<file path="config.mk">
export PLATFORM = sky130hd
export DESIGN_NAME = page_home_node_and_offset_mapper_top
export DESIGN_NICKNAME = d
export VERILOG_FILES = /design/src/rtl/pmap_pkg.sv /design/src/rtl/pmap_div.sv /design/src/rtl/pmap_dp.sv /design/src/rtl/pmap_ctrl.sv /design/src/rtl/page_home_node_and_offset_mapper_top.sv
export SDC_FILE = /design/constraint.sdc
export NUM_CORES = 2
export LEC_CHECK = 0
export ABC_CLOCK_PERIOD_IN_PS = 19830
export BUFFER_PORTS_ARGS = -buffer_cell sky130_fd_sc_hd__buf_2
export CAP_MARGIN = 30
export CORE_MARGIN = 8
export CORE_UTILIZATION = 50
export CTS_BUF_LIST = sky130_fd_sc_hd__clkbuf_16
export DETAILED_ROUTE_END_ITERATION = 8
export HOLD_SLACK_MARGIN = 0.1
export PLACE_DENSITY = 0.75
export SYNTH_ARGS = -nofsm -noshare
export SYNTH_HDL_FRONTEND = slang
export SYNTH_SLANG_ARGS = --single-unit
</file>
<file path="constraint.sdc">
create_clock -name clk -period 19.83 [get_ports clk]
set_clock_uncertainty 0.15 [all_clocks]
set_input_delay 0 -clock clk [delete_from_list [all_inputs] [get_ports clk]]
set_output_delay 0 -clock clk [all_outputs]
set_load 0.005 [all_outputs]
</file>
<file path="src/rtl/pmap_pkg.sv">
// Shared types and constants for the page home node and offset mapper.
// Used by the controller, the datapath and the top level.
package pmap_pkg;

  localparam int PAGE_BITS = 12;
  localparam int CFG_W     = 41;
  localparam int NODE_W    = 7;
  localparam int PPB_W     = 11;
  localparam int POL_W     = 3;

  localparam logic [1:0] REG_POLICY = 2'd0;
  localparam logic [1:0] REG_NODES  = 2'd1;
  localparam logic [1:0] REG_BYTES  = 2'd2;
  localparam logic [1:0] REG_PPB    = 2'd3;

  localparam logic [POL_W-1:0] POL_NAIVE       = 3'd0;
  localparam logic [POL_W-1:0] POL_PRIME_BLOCK = 3'd6;

  localparam logic [1:0] KIND_CYCLIC = 2'd0;
  localparam logic [1:0] KIND_SKEW   = 2'd1;
  localparam logic [1:0] KIND_PRIME  = 2'd2;

  typedef enum logic [3:0] {
    ST_NAIVE, ST_UNIT, ST_HOMEN, ST_SKEW, ST_PRIME,
    ST_FOLD, ST_WALK, ST_OSPLIT, ST_STOPN, ST_STOPP
  } step_t;

  typedef enum logic [3:0] {
    S_IDLE, S_CHK, S_PREP, S_GO, S_RUN, S_CAP, S_FIN, S_OUT, S_DONE
  } state_t;

  typedef struct packed {
    logic  load;
    logic  prep;
    logic  div_start;
    logic  capture;
    logic  fin;
    logic  out;
    step_t step;
  } cmd_t;

  typedef struct packed {
    logic       cfg_err;
    logic       naive;
    logic [1:0] kind;
    logic       div_done;
    logic       m_ge_n;
    logic       walk_go;
  } sts_t;

endpackage

</file>
<file path="src/rtl/pmap_div.sv">
// Restoring divider, one quotient bit per cycle.
// Standalone; used by the mapper datapath.
module pmap_div #(
  parameter int DW = 41,
  parameter int VW = 41
) (
  input  logic          clk,
  input  logic          rst,
  input  logic          start,
  input  logic [DW-1:0] dividend,
  input  logic [VW-1:0] divisor,
  output logic          done,
  output logic [DW-1:0] quotient,
  output logic [VW-1:0] remainder
);

  localparam int CW = $clog2(DW + 1);

  logic          running;
  logic [CW-1:0] cnt;
  logic [DW-1:0] sh;
  logic [VW-1:0] dvs;
  logic [VW:0]   trial;
  logic          fits;

  assign trial = {remainder, sh[DW-1]};
  assign fits  = trial >= {1'b0, dvs};

  always_ff @(posedge clk) begin
    if (rst) begin
      running <= 1'b0;
      done    <= 1'b0;
      cnt     <= '0;
    end else begin
      done <= 1'b0;
      if (start) begin
        running <= 1'b1;
        cnt     <= CW'(DW);
      end else if (running) begin
        cnt <= cnt - CW'(1);
        if (cnt == CW'(1)) begin
          running <= 1'b0;
          done    <= 1'b1;
        end
      end
    end
  end

  always_ff @(posedge clk) begin
    if (start) begin
      sh        <= dividend;
      dvs       <= divisor;
      remainder <= '0;
      quotient  <= '0;
    end else if (running) begin
      sh        <= {sh[DW-2:0], 1'b0};
      quotient  <= {quotient[DW-2:0], fits};
      remainder <= fits ? VW'(trial - {1'b0, dvs}) : trial[VW-1:0];
    end
  end

endmodule

</file>
<file path="src/rtl/pmap_dp.sv">
// Datapath of the mapper: configuration registers, item registers, shared
// multiplier and divider. Depends on pmap_pkg and pmap_div.
module pmap_dp #(
  parameter int ADDR_BITS = 40,
  parameter int MAX_NODES = 64
) (
  input  logic                         clk,
  input  logic                         rst,
  input  logic                         wr_en,
  input  logic [1:0]                   wr_index,
  input  logic [pmap_pkg::CFG_W-1:0]   wr_data,
  input  logic [39:0]                  global_offset,
  input  pmap_pkg::cmd_t               cmd,
  output pmap_pkg::sts_t               sts,
  output logic [5:0]                   home_node,
  output logic [39:0]                  node_offset,
  output logic                         range_error
);
  import pmap_pkg::*;

  localparam int DW  = ADDR_BITS + 1;
  localparam int OW  = ADDR_BITS + 2;
  localparam int PGW = OW - PAGE_BITS;
  localparam int MW  = DW + PPB_W;

  logic [POL_W-1:0]  policy;
  logic [NODE_W-1:0] node_count;
  logic [CFG_W-1:0]  bytes_per_node;
  logic [PPB_W-1:0]  pages_per_block;

  logic [ADDR_BITS-1:0] a_reg;
  logic                 err_cfg;
  logic [DW-1:0] b0, bq, c0, lim, tq, oq, stop, sq, sp;
  logic [PPB_W-1:0]  wpg;
  logic [NODE_W-1:0] home, m, om;
  logic              hq_hi;
  logic [OW-1:0]     off_reg;

  logic [DW-1:0]     dvd;
  logic [CFG_W-1:0]  dvs;
  logic              div_done;
  logic [DW-1:0]     q;
  logic [CFG_W-1:0]  r;

  logic [NODE_W-1:0] n, p, e;
  logic [7:0]        n3;
  logic              blocked, walk_mode, pa_nz, err;
  logic [1:0]        kind;
  logic [PPB_W-1:0]  ubp;
  logic [DW-1:0]     lp, mul_x, fin_x, o_val, s_val;
  logic [PPB_W-1:0]  mul_y;
  logic [MW-1:0]     prod;
  logic [PGW-1:0]    pages;
  logic [47:0]       g48;
  logic [63:0]       off64;

  assign n       = node_count;
  assign n3      = 8'(n) * 8'd3;
  assign p       = n3[7:1];
  assign e       = p - n;
  assign blocked = ~policy[0];
  assign kind    = 2'((policy - 3'd1) >> 1);
  assign ubp     = blocked ? pages_per_block : PPB_W'(1);
  assign g48     = {8'b0, global_offset};
  assign pa_nz   = |a_reg[ADDR_BITS-1:PAGE_BITS];
  assign lp      = DW'(a_reg[ADDR_BITS-1:PAGE_BITS]) - DW'(pa_nz);
  assign walk_mode = (kind == KIND_PRIME) && (m < n);

  assign sts.cfg_err  = (n == '0) || (32'(n) > MAX_NODES) || (policy > POL_PRIME_BLOCK) ||
                        ((policy == POL_NAIVE) && (bytes_per_node == '0)) ||
                        ((policy != POL_NAIVE) && blocked && (pages_per_block == '0));
  assign sts.naive    = policy == POL_NAIVE;
  assign sts.kind     = kind;
  assign sts.div_done = div_done;
  assign sts.m_ge_n   = m >= n;
  assign sts.walk_go  = (e != '0) && (lim > DW'(home));

  always_comb begin
    fin_x = walk_mode ? (sq + c0 - sp) : bq;
    mul_x = fin_x;
    mul_y = ubp;
    if (cmd.prep) begin
      case (cmd.step)
        ST_FOLD:   begin mul_x = c0; mul_y = PPB_W'(e); end
        ST_OSPLIT: begin mul_x = tq; mul_y = PPB_W'(n); end
        ST_STOPN:  begin mul_x = oq; mul_y = PPB_W'(p); end
        default:   begin mul_x = fin_x; mul_y = ubp; end
      endcase
    end
  end

  assign prod  = MW'(mul_x) * MW'(mul_y);
  assign o_val = DW'(home) + DW'(prod);
  assign s_val = sts.walk_go ? DW'(prod) + DW'(n) + DW'(om) : DW'(home);
  assign pages = PGW'(prod) + PGW'(wpg) + PGW'(pa_nz && (home == '0));

  assign off64 = 64'(off_reg);
  assign err   = err_cfg || hq_hi || (home >= n) || (off64 >= 64'(bytes_per_node));

  always_ff @(posedge clk) begin
    if (rst) begin
      policy          <= POL_NAIVE;
      node_count      <= NODE_W'(1);
      bytes_per_node  <= CFG_W'(64'd1 << 30);
      pages_per_block <= PPB_W'(1);
    end else if (wr_en) begin
      unique case (wr_index)
        REG_POLICY: policy          <= wr_data[POL_W-1:0];
        REG_NODES:  node_count      <= wr_data[NODE_W-1:0];
        REG_BYTES:  bytes_per_node  <= wr_data;
        REG_PPB:    pages_per_block <= wr_data[PPB_W-1:0];
        default:    policy          <= policy;
      endcase
    end
  end

  always_ff @(posedge clk) begin
    if (cmd.load) begin
      a_reg   <= g48[ADDR_BITS-1:0];
      err_cfg <= sts.cfg_err;
      hq_hi   <= 1'b0;
      home    <= '0;
      m       <= '0;
    end
    if (cmd.prep) begin
      case (cmd.step)
        ST_NAIVE:  begin dvd <= DW'(a_reg); dvs <= bytes_per_node; end
        ST_UNIT:   begin dvd <= lp; dvs <= CFG_W'(ubp); end
        ST_HOMEN:  begin dvd <= b0; dvs <= CFG_W'(n); end
        ST_SKEW:   begin dvd <= b0 + bq; dvs <= CFG_W'(n); end
        ST_PRIME:  begin dvd <= b0; dvs <= CFG_W'(p); end
        ST_FOLD: begin
          lim <= DW'(prod);
          dvd <= DW'(prod) + DW'(m) - DW'(n);
          dvs <= CFG_W'(n);
        end
        ST_WALK:   begin dvd <= lim - DW'(1) - DW'(home); dvs <= CFG_W'(n); end
        ST_OSPLIT: begin dvd <= o_val; dvs <= CFG_W'(e); end
        ST_STOPN:  begin stop <= s_val; dvd <= s_val; dvs <= CFG_W'(n); end
        ST_STOPP:  begin dvd <= stop; dvs <= CFG_W'(p); end
        default:   begin dvd <= dvd; dvs <= dvs; end
      endcase
    end
    if (cmd.capture) begin
      case (cmd.step)
        ST_NAIVE: begin
          home    <= q[NODE_W-1:0];
          hq_hi   <= |q[DW-1:NODE_W];
          off_reg <= OW'(r);
        end
        ST_UNIT:   begin b0 <= q; wpg <= r[PPB_W-1:0]; end
        ST_HOMEN:  begin bq <= q; home <= r[NODE_W-1:0]; end
        ST_SKEW:   home <= r[NODE_W-1:0];
        ST_PRIME:  begin c0 <= q; m <= r[NODE_W-1:0]; home <= r[NODE_W-1:0]; end
        ST_FOLD: begin
          if (m >= n) begin
            home <= r[NODE_W-1:0];
          end
        end
        ST_WALK:   tq <= q;
        ST_OSPLIT: begin oq <= q; om <= r[NODE_W-1:0]; end
        ST_STOPN:  sq <= q;
        ST_STOPP:  sp <= q;
        default:   sp <= sp;
      endcase
    end
    if (cmd.fin) begin
      off_reg <= {pages, a_reg[PAGE_BITS-1:0]};
    end
    if (cmd.out) begin
      home_node   <= err ? 6'd0 : home[5:0];
      node_offset <= err ? 40'd0 : off64[39:0];
      range_error <= err;
    end
  end

  pmap_div #(.DW(DW), .VW(CFG_W)) u_div (
    .clk       (clk),
    .rst       (rst),
    .start     (cmd.div_start),
    .dividend  (dvd),
    .divisor   (dvs),
    .done      (div_done),
    .quotient  (q),
    .remainder (r)
  );

endmodule

</file>
<file path="src/rtl/pmap_ctrl.sv">
// Controller of the mapper: sequences the division steps of one item.
// Depends on pmap_pkg.
module pmap_ctrl (
  input  logic           clk,
  input  logic           rst,
  input  logic           start,
  input  pmap_pkg::sts_t sts,
  output pmap_pkg::cmd_t cmd,
  output logic           busy,
  output logic           done
);
  import pmap_pkg::*;

  state_t state, state_next;
  step_t  step, step_next;

  always_ff @(posedge clk) begin
    if (rst) begin
      state <= S_IDLE;
      step  <= ST_NAIVE;
    end else begin
      state <= state_next;
      step  <= step_next;
    end
  end

  always_comb begin
    state_next    = state;
    step_next     = step;
    cmd           = '0;
    cmd.step      = step;
    unique case (state)
      S_IDLE: begin
        if (start) begin
          cmd.load   = 1'b1;
          state_next = S_CHK;
        end
      end
      S_CHK: begin
        if (sts.cfg_err) begin
          state_next = S_OUT;
        end else begin
          step_next  = sts.naive ? ST_NAIVE : ST_UNIT;
          state_next = S_PREP;
        end
      end
      S_PREP: begin
        cmd.prep   = 1'b1;
        state_next = S_GO;
      end
      S_GO: begin
        cmd.div_start = 1'b1;
        state_next    = S_RUN;
      end
      S_RUN: begin
        if (sts.div_done) begin
          cmd.capture = 1'b1;
          state_next  = S_CAP;
        end
      end
      S_CAP: begin
        state_next = S_PREP;
        unique case (step)
          ST_NAIVE: state_next = S_OUT;
          ST_UNIT:  step_next = ST_HOMEN;
          ST_HOMEN: begin
            if (sts.kind == KIND_SKEW) begin
              step_next = ST_SKEW;
            end else if (sts.kind == KIND_PRIME) begin
              step_next = ST_PRIME;
            end else begin
              state_next = S_FIN;
            end
          end
          ST_PRIME:  step_next = ST_FOLD;
          ST_FOLD: begin
            if (sts.m_ge_n) begin
              state_next = S_FIN;
            end else begin
              step_next = sts.walk_go ? ST_WALK : ST_STOPN;
            end
          end
          ST_WALK:   step_next = ST_OSPLIT;
          ST_OSPLIT: step_next = ST_STOPN;
          ST_STOPN:  step_next = ST_STOPP;
          default:   state_next = S_FIN;
        endcase
      end
      S_FIN: begin
        cmd.fin    = 1'b1;
        state_next = S_OUT;
      end
      S_OUT: begin
        cmd.out    = 1'b1;
        state_next = S_DONE;
      end
      S_DONE:  state_next = S_IDLE;
      default: state_next = S_IDLE;
    endcase
  end

  assign busy = state != S_IDLE;
  assign done = state == S_DONE;

endmodule

</file>
<file path="src/rtl/page_home_node_and_offset_mapper_top.sv">
// Top level of the page home node and offset mapper.
// Depends on pmap_pkg, pmap_ctrl and pmap_dp.
//
//   channel  | handshake         | payload
//   config   | wr_en             | wr_index, wr_data
//   request  | start, busy       | global_offset
//   result   | done              | home_node, node_offset, range_error
//
// An item needs one division under the naive policy and up to eight under the others,
// all on the single shared divider of ADDR_BITS + 1 steps; a configuration error
// skips them. A new request is taken only in idle, after done of the last item.
// Reset is synchronous and loads the register defaults; no clearing pass.
// The result beat is shown for one cycle on done and cannot be stalled.
module page_home_node_and_offset_mapper_top #(
  parameter int ADDR_BITS = 40,
  parameter int MAX_NODES = 64
) (
  input  logic                        clk,
  input  logic                        rst,
  input  logic                        wr_en,
  input  logic [1:0]                  wr_index,
  input  logic [pmap_pkg::CFG_W-1:0]  wr_data,
  input  logic                        start,
  output logic                        busy,
  input  logic [39:0]                 global_offset,
  output logic                        done,
  output logic [5:0]                  home_node,
  output logic [39:0]                 node_offset,
  output logic                        range_error
);
  import pmap_pkg::*;

  cmd_t cmd;
  sts_t sts;

  pmap_ctrl u_ctrl (
    .clk   (clk),
    .rst   (rst),
    .start (start),
    .sts   (sts),
    .cmd   (cmd),
    .busy  (busy),
    .done  (done)
  );

  pmap_dp #(.ADDR_BITS(ADDR_BITS), .MAX_NODES(MAX_NODES)) u_dp (
    .clk           (clk),
    .rst           (rst),
    .wr_en         (wr_en),
    .wr_index      (wr_index),
    .wr_data       (wr_data),
    .global_offset (global_offset),
    .cmd           (cmd),
    .sts           (sts),
    .home_node     (home_node),
    .node_offset   (node_offset),
    .range_error   (range_error)
  );

endmodule
</file>
======== Word level (Yosys, flattened, before mapping) ========
Cells that the tools add are included.
Widths: inputs -> output; s select.
word-level totals
  bits in registers ....................... 856
  input port bits ......................... 87
  output and inout bits ................... 49
  word-level logic and storage cells ...... 206
cells by class
  add/subtract/negate cells ............... 17
  multiply operators ...................... 2
  $lt $le $gt $ge ......................... 8
  equal/unequal tests ..................... 29
  multiplexer cells ....................... 55
  bitwise logic cells ..................... 2
  reduce and logical (&&, ||, !) cells .... 57
operator list
  operator               count
  $pmux 41 s9            1
  $mux 41                6
  $pmux 41 s5            1
  $mux 42                3
  $add 41x7->41          3
  $pmux 41 s3            1
  $ge 42x41->1           2
  $add 41x41->41         2
  $sub 41x41->41         2
  $sub 41x7->41          2
  $mux 7                 6
  $add 7x41->41          1
  $gt 41x7->1            1
  $logic_not 41->1       1
  $mul 41x11->41         1
  $sub 41x1->41 const B  1
  $reduce_and 2->1       17
  $reduce_or 34->1       1
  $pmux 11 s3            1
  $eq 4x3->1 const B     8
  $mux 4                 8
  $pmux 4 s8             1
  $add 30x1->30          1
  $add 30x11->30         1
  47 further kinds       98

======== Depth between registers and ports, before layout ========
  word-level depth ........................ 11
  mapped depth ............................ 52
  depth with buffers taken out ............ 51

======== Hierarchy ========
A second synthesis with hierarchy kept.
second synthesis, totals
  cell total of the unflattened synthesis .. 6,294
  area, all modules ....................... 61,865.6 sq um
by module, submodules not included
  module     instances  cells each  area an instance (sq um)  sequential area each (sq um)
  pmap_dp    1          5,281       52,066.2                  19,528.7
  pmap_div   1          925         9,147.5                   4,264.1
  pmap_ctrl  1          88          651.9                     160.2

======== Worst setup path before layout ========
OpenSTA, ideal clock, no wires.
  path kind ............................... reg2reg
  from .................................... register u_dp.policy[0]
  to ...................................... register u_dp.dvd[35], data pin
  library setup time ...................... 258 ps
  arrival time ............................ 10,578 ps
  setup slack ............................. 8,844 ps
  stages on the path, launching flop included .. 45
  cells stage by stage .................... dfxtp_1 > clkbuf_1 > inv_1 > clkbuf_1 > ha_1 > xor2_1 > ha_1 > nor4b_1 > buf_2 > buf_1 > mux2i_1 > mux2i_1 > nand2_1 > fa_1 > fa_1 > inv_1 > fa_1 > fa_1 > [9 not listed] > a21boi_0 > o21ai_0 > a21boi_0 > o31a_1 > o21a_1 > nor2_1 > xnor2_1 > ha_1 > nor4b_1 > nand3_1 > nor2_1 > nand2_1 > o31ai_1 > a31oi_1 > o21a_1 > xor2_1 > a211oi_1 > nor2_1
between the ends
  longest elaborated chain between the ends .. 11
RTL lines
  element                      RTL line        RTL
  start: declaration           pmap_dp.sv:26   logic [POL_W-1:0] policy;
  start signal: assignment     pmap_dp.sv:108  REG_POLICY: policy <= wr_data[POL_W-1:0];
  start signal: assignment     pmap_dp.sv:112  default: policy <= policy;
  $sub 3x1->3                  pmap_dp.sv:62   assign kind = 2'((policy - 3'd1) >> 1);
  $eq 2x2->1                   pmap_dp.sv:67   assign walk_mode = (kind == KIND_PRIME) && (m < n);
  $logic_and 1x1->1            pmap_dp.sv:67
  $mux 41                      pmap_dp.sv:79   fin_x = walk_mode ? (sq + c0 - sp) : bq;
  $pmux 41 s3                  pmap_dp.sv:83   case (cmd.step)
  $mux 41                      pmap_dp.sv:82   if (cmd.prep) begin
  $mul 41x11->41 (*)           pmap_dp.sv:92   assign prod = MW'(mul_x) * MW'(mul_y);
  named net u_dp.prod[28]      pmap_dp.sv:52   logic [MW-1:0] prod;
  $add 41x7->41 (2 in series)  pmap_dp.sv:94   assign s_val = sts.walk_go ? DW'(prod) + DW'(n) + DW'(om) : DW'(home);
  $mux 41                      pmap_dp.sv:94
  $pmux 41 s9 (*)              pmap_dp.sv:126  case (cmd.step)
  end signal: assignment       pmap_dp.sv:127  ST_NAIVE: begin dvd <= DW'(a_reg); dvs <= bytes_per_node; end
  end signal: assignment       pmap_dp.sv:128  ST_UNIT: begin dvd <= lp; dvs <= CFG_W'(ubp); end
  end signal: assignment       pmap_dp.sv:130  ST_SKEW: begin dvd <= b0 + bq; dvs <= CFG_W'(n); end
  end: declaration             pmap_dp.sv:39   logic [DW-1:0] dvd;
The timed path passes the listed nets; every way through them passes the cells marked *.
A chain may end at the register's enable or synchronous reset.

======== Worst setup path after layout ========
  from .................................... register u_dp.node_count[1] (netlist: u_dp.n[1])
  to ...................................... register u_dp.dvd[40], data pin
between the ends
  longest elaborated chain between the ends .. 10
RTL lines
  element                                                              RTL line        RTL
  start: declaration                                                   pmap_dp.sv:27   logic [NODE_W-1:0] node_count;
  start signal: assignment                                             pmap_dp.sv:109  REG_NODES: node_count <= wr_data[NODE_W-1:0];
  parallel branches: the longest is 5 deep, another holds $mul 7x2->8  --
  $mul 41x11->41 (*)                                                   pmap_dp.sv:92
  named net u_dp.prod[13]                                              pmap_dp.sv:52
  $add 41x7->41 (2 in series)                                          pmap_dp.sv:94
  $mux 41                                                              pmap_dp.sv:94
  $pmux 41 s9 (*)                                                      pmap_dp.sv:126
Mark *: on every way through the listed nets, which the timed path passes.

==> flow_metrics.tcl <==
set metrics [dict create \
    status "completed" \
    yosys_register_bits 856 \
    ys_seq_area_frac 0.397 \
    worst_pin_slew_ps 1060 \
    drv_slew 0 \
    htreeDepth 3 \
    portBuffers 135 \
    grt_pass1_wl_mm 298 \
    crit_arrival_ps 12830 \
    dieHeight_microns 363 \
    synthesis.nets 6998 \
    clockBufferDepth 3 \
    finalSetupViolCount 0 \
    start_util 0.504 \
    vias 49674 \
    slowest_stage "xor2_1" \
    finalCriticalPeriod_ps 12500 \
    postRouteWirelength_mm 199 \
    die_area_sq_um 132000 \
    async_flop_share 0 \
    vdd_drop_max_mv 0.110 \
    numCtsBuffers 91 \
    max_slew_margin 0.292 \
    worst_skew_pair.late_latency_ps 740 \
    drt_iter0_markers 6138 \
    die_w_microns 363 \
    min_path_type "primary input to flop" \
    cts_sinks 856 \
    fin_crit_sh 0.630 \
    first_pass_iters 6 \
    syn_inst 6196 \
    grt_max_degree 79 \
    fmax_mhz 80.0 \
    io_pins 136 \
    rows 127 \
    ant_nets 0 \
    clock-root-buffer "clkbuf_16" \
    hpwl_mm 146 \
    synth_edf_count 681 \
    crit_path_end_kind "flop" \
    grt_overflow 0 \
    drv_cap 0 \
    cts_tree "built" \
    syn_avg_cell_area_sq_um 9.74 \
    place_ws_ps 7460 \
    postCtsSetupBuffers 0 \
    clkTransAtPathRegs_ps 70 \
    drc_errors 0 \
    synthesis.area_sq_um 60400 \
    required_ps 20170 \
    largest_reg_flops 42 \
    critPathLaunchType "flop" \
    ys.flop_type "edfxtp_1" \
    routed_via_density 6.02 \
    yosysUniqueCellTypes 88 \
    layout-drive-gt1-share 0.0722 \
    syn2layout_area_growth_pct 13.9 \
    leakagePower_nw 28.5 \
    final_hold_viol_count 0 \
    wl_per_cell_microns 24.1 \
    antenna_found_initial 8 \
    gp_congestion 1.01 \
    grt_usage 0.294 \
    cpPeakStageDelay_ps 720 \
    grt_pass1_vias 48508 \
    path_class "flop to flop" \
    fin_setup_tns_ps 0 \
    whs_ps 112 \
    ctsResizeCount 0 \
    ys_warn_count 0 \
    rsz0062_at_grt "false" \
    coreArea_sq_um 120000 \
    power_density_nw_per_um2 117 \
    fin_ws_ps 7330 \
    worstPathMaxFanout 56 \
    fin_nets 7356 \
]
## cell usage after synthesis, drive strengths merged, types with 17 or more instances
library cell  count  area [sq um]
fa              363          7270
a22o             17           149
a21o            121           908
or3              30           188
nor2b            73           457
edfxtp          681         20400
a31oi            30           194
nor4             48           300
nand3            99           495
dfxtp           175          3500
o22ai            27           169
o21a             39           293
nand4            44           275
a211oi           29           218
xor2            108           946
o221ai           28           245
a221oi           69           604
o21ai           264          1330
nand2b           56           350
o31ai            21           171
a222oi           47           470
nor3             88           450
nor2            519          1950
mux2i            84           841
buf              40           165
nand2           756          2840
clkbuf          193           724
a21oi           418          2090
and3             25           156
or2              22           138
o21bai           54           405
inv             744          2790
ha              352          4400
and2             91           569
xnor2           242          2120
## cell usage in the layout, fill, tap and decap left out, drive strengths merged, types with 25 or more instances in the layout
cell / instances
inv: 769
ha: 352
and3: 25
o22ai: 27
o21ai: 264
nor3: 88
dfxtp: 175
edfxtp: 681
or3: 30
o21bai: 54
clkbuf: 93
nand2: 756
a31oi: 30
nor4: 48
a222oi: 47
a211oi: 29
xor2: 108
nor2b: 73
nor2: 519
xnor2: 242
o21a: 39
mux2i: 84
a221oi: 69
clkinv: 44
o221ai: 28
dlygate4sd3: 240
nand2b: 56
nand4: 44
a21o: 121
a21oi: 418
fa: 363
nand3: 99
and2: 91
buf: 256
## area by class of cell
class,instances,area (sq um)
Antenna cell,7,17.5
Tap cell,1612,2020
Timing Repair Buffer,498,4050
Sequential cell,856,24000
Fill cell,10144,51100
Multi-Input combinational cell,4360,32900
Clock buffer,92,2300
Inverter,747,2810
Clock inverter,80,683
## what timing repair did
item                                   4_1_cts  5_1_grt
endpoints found under the hold margin      132        0
setup endpoints to repair                    0        0
hold buffers                               240        0
## metal layers
layer / global-route usage / wire [microns]
met3: 0.0725 / 23200
met2: 0.444 / 85700
met4: 0.120 / 9210
met1: 0.405 / 81000
met5: 0 / 0
## kinds of logic after synthesis
| family | count (synthesis) | synth area share |
|---|---|---|
| buffers and inverters | 980 | 0.0612 |
| AND/OR/NAND/NOR | 1913 | 0.144 |
| multiplexers | 86 | 0.0143 |
| XOR/XNOR | 353 | 0.0519 |
| AO/OA/AOI/OAI | 1291 | 0.138 |
| adder cells (fa/ha/maj) | 717 | 0.194 |
| flip-flops | 856 | 0.397 |
## through the flow
stage	power (mW)	cell area (sq um)	std cells	util
final	8.04	68800	8252	0.574
after global routing	8.46	68700	8247	0.574
after CTS	7.92	68600	8236	0.573
after detailed placement	6.15	63200	7824	0.528
after global placement	6.13	63200	7817	0.527
after floorplan	5.02	60400	6196	-
## worst max-delay path, delay by kind of cell (launching register included)
kind	cells	cell delay (ps)
compound gates	17	4090
simple gates	9	2280
xor+xnor	2	850
fa+ha+maj	8	3430
flops	1	480
buf+inv	6	890
## power by group
part,internal [mW],switching [mW]
sequential,2.13,0.142
clock,0.946,0.775
combinational,1.52,2.52
total,4.60,3.44
## path summary, 6_finish.rpt
| path | from | endpoint | slack, ps | cells past startpoint |
|---|---|---|---|---|
| worst max-delay path | u_dp.n[1]$_SDFFE_PP0P_ | u_dp.dvd[40]$_DFFE_PP_ | 7330 | 42 |
| worst min-delay path | wr_index[0] | u_dp.bytes_per_node[1]$_SDFFE_PP0P_ | 110 | 5 |
| worst max register to register | u_dp.n[1]$_SDFFE_PP0P_ | u_dp.dvd[40]$_DFFE_PP_ | 7330 | 42 |
| worst min register to register | u_dp.dvs[31]$_DFFE_PP_ | u_dp.u_div.dvs[31]$_DFFE_PP_ | 270 | 0 |
Power figures use the tool's default switching activity.
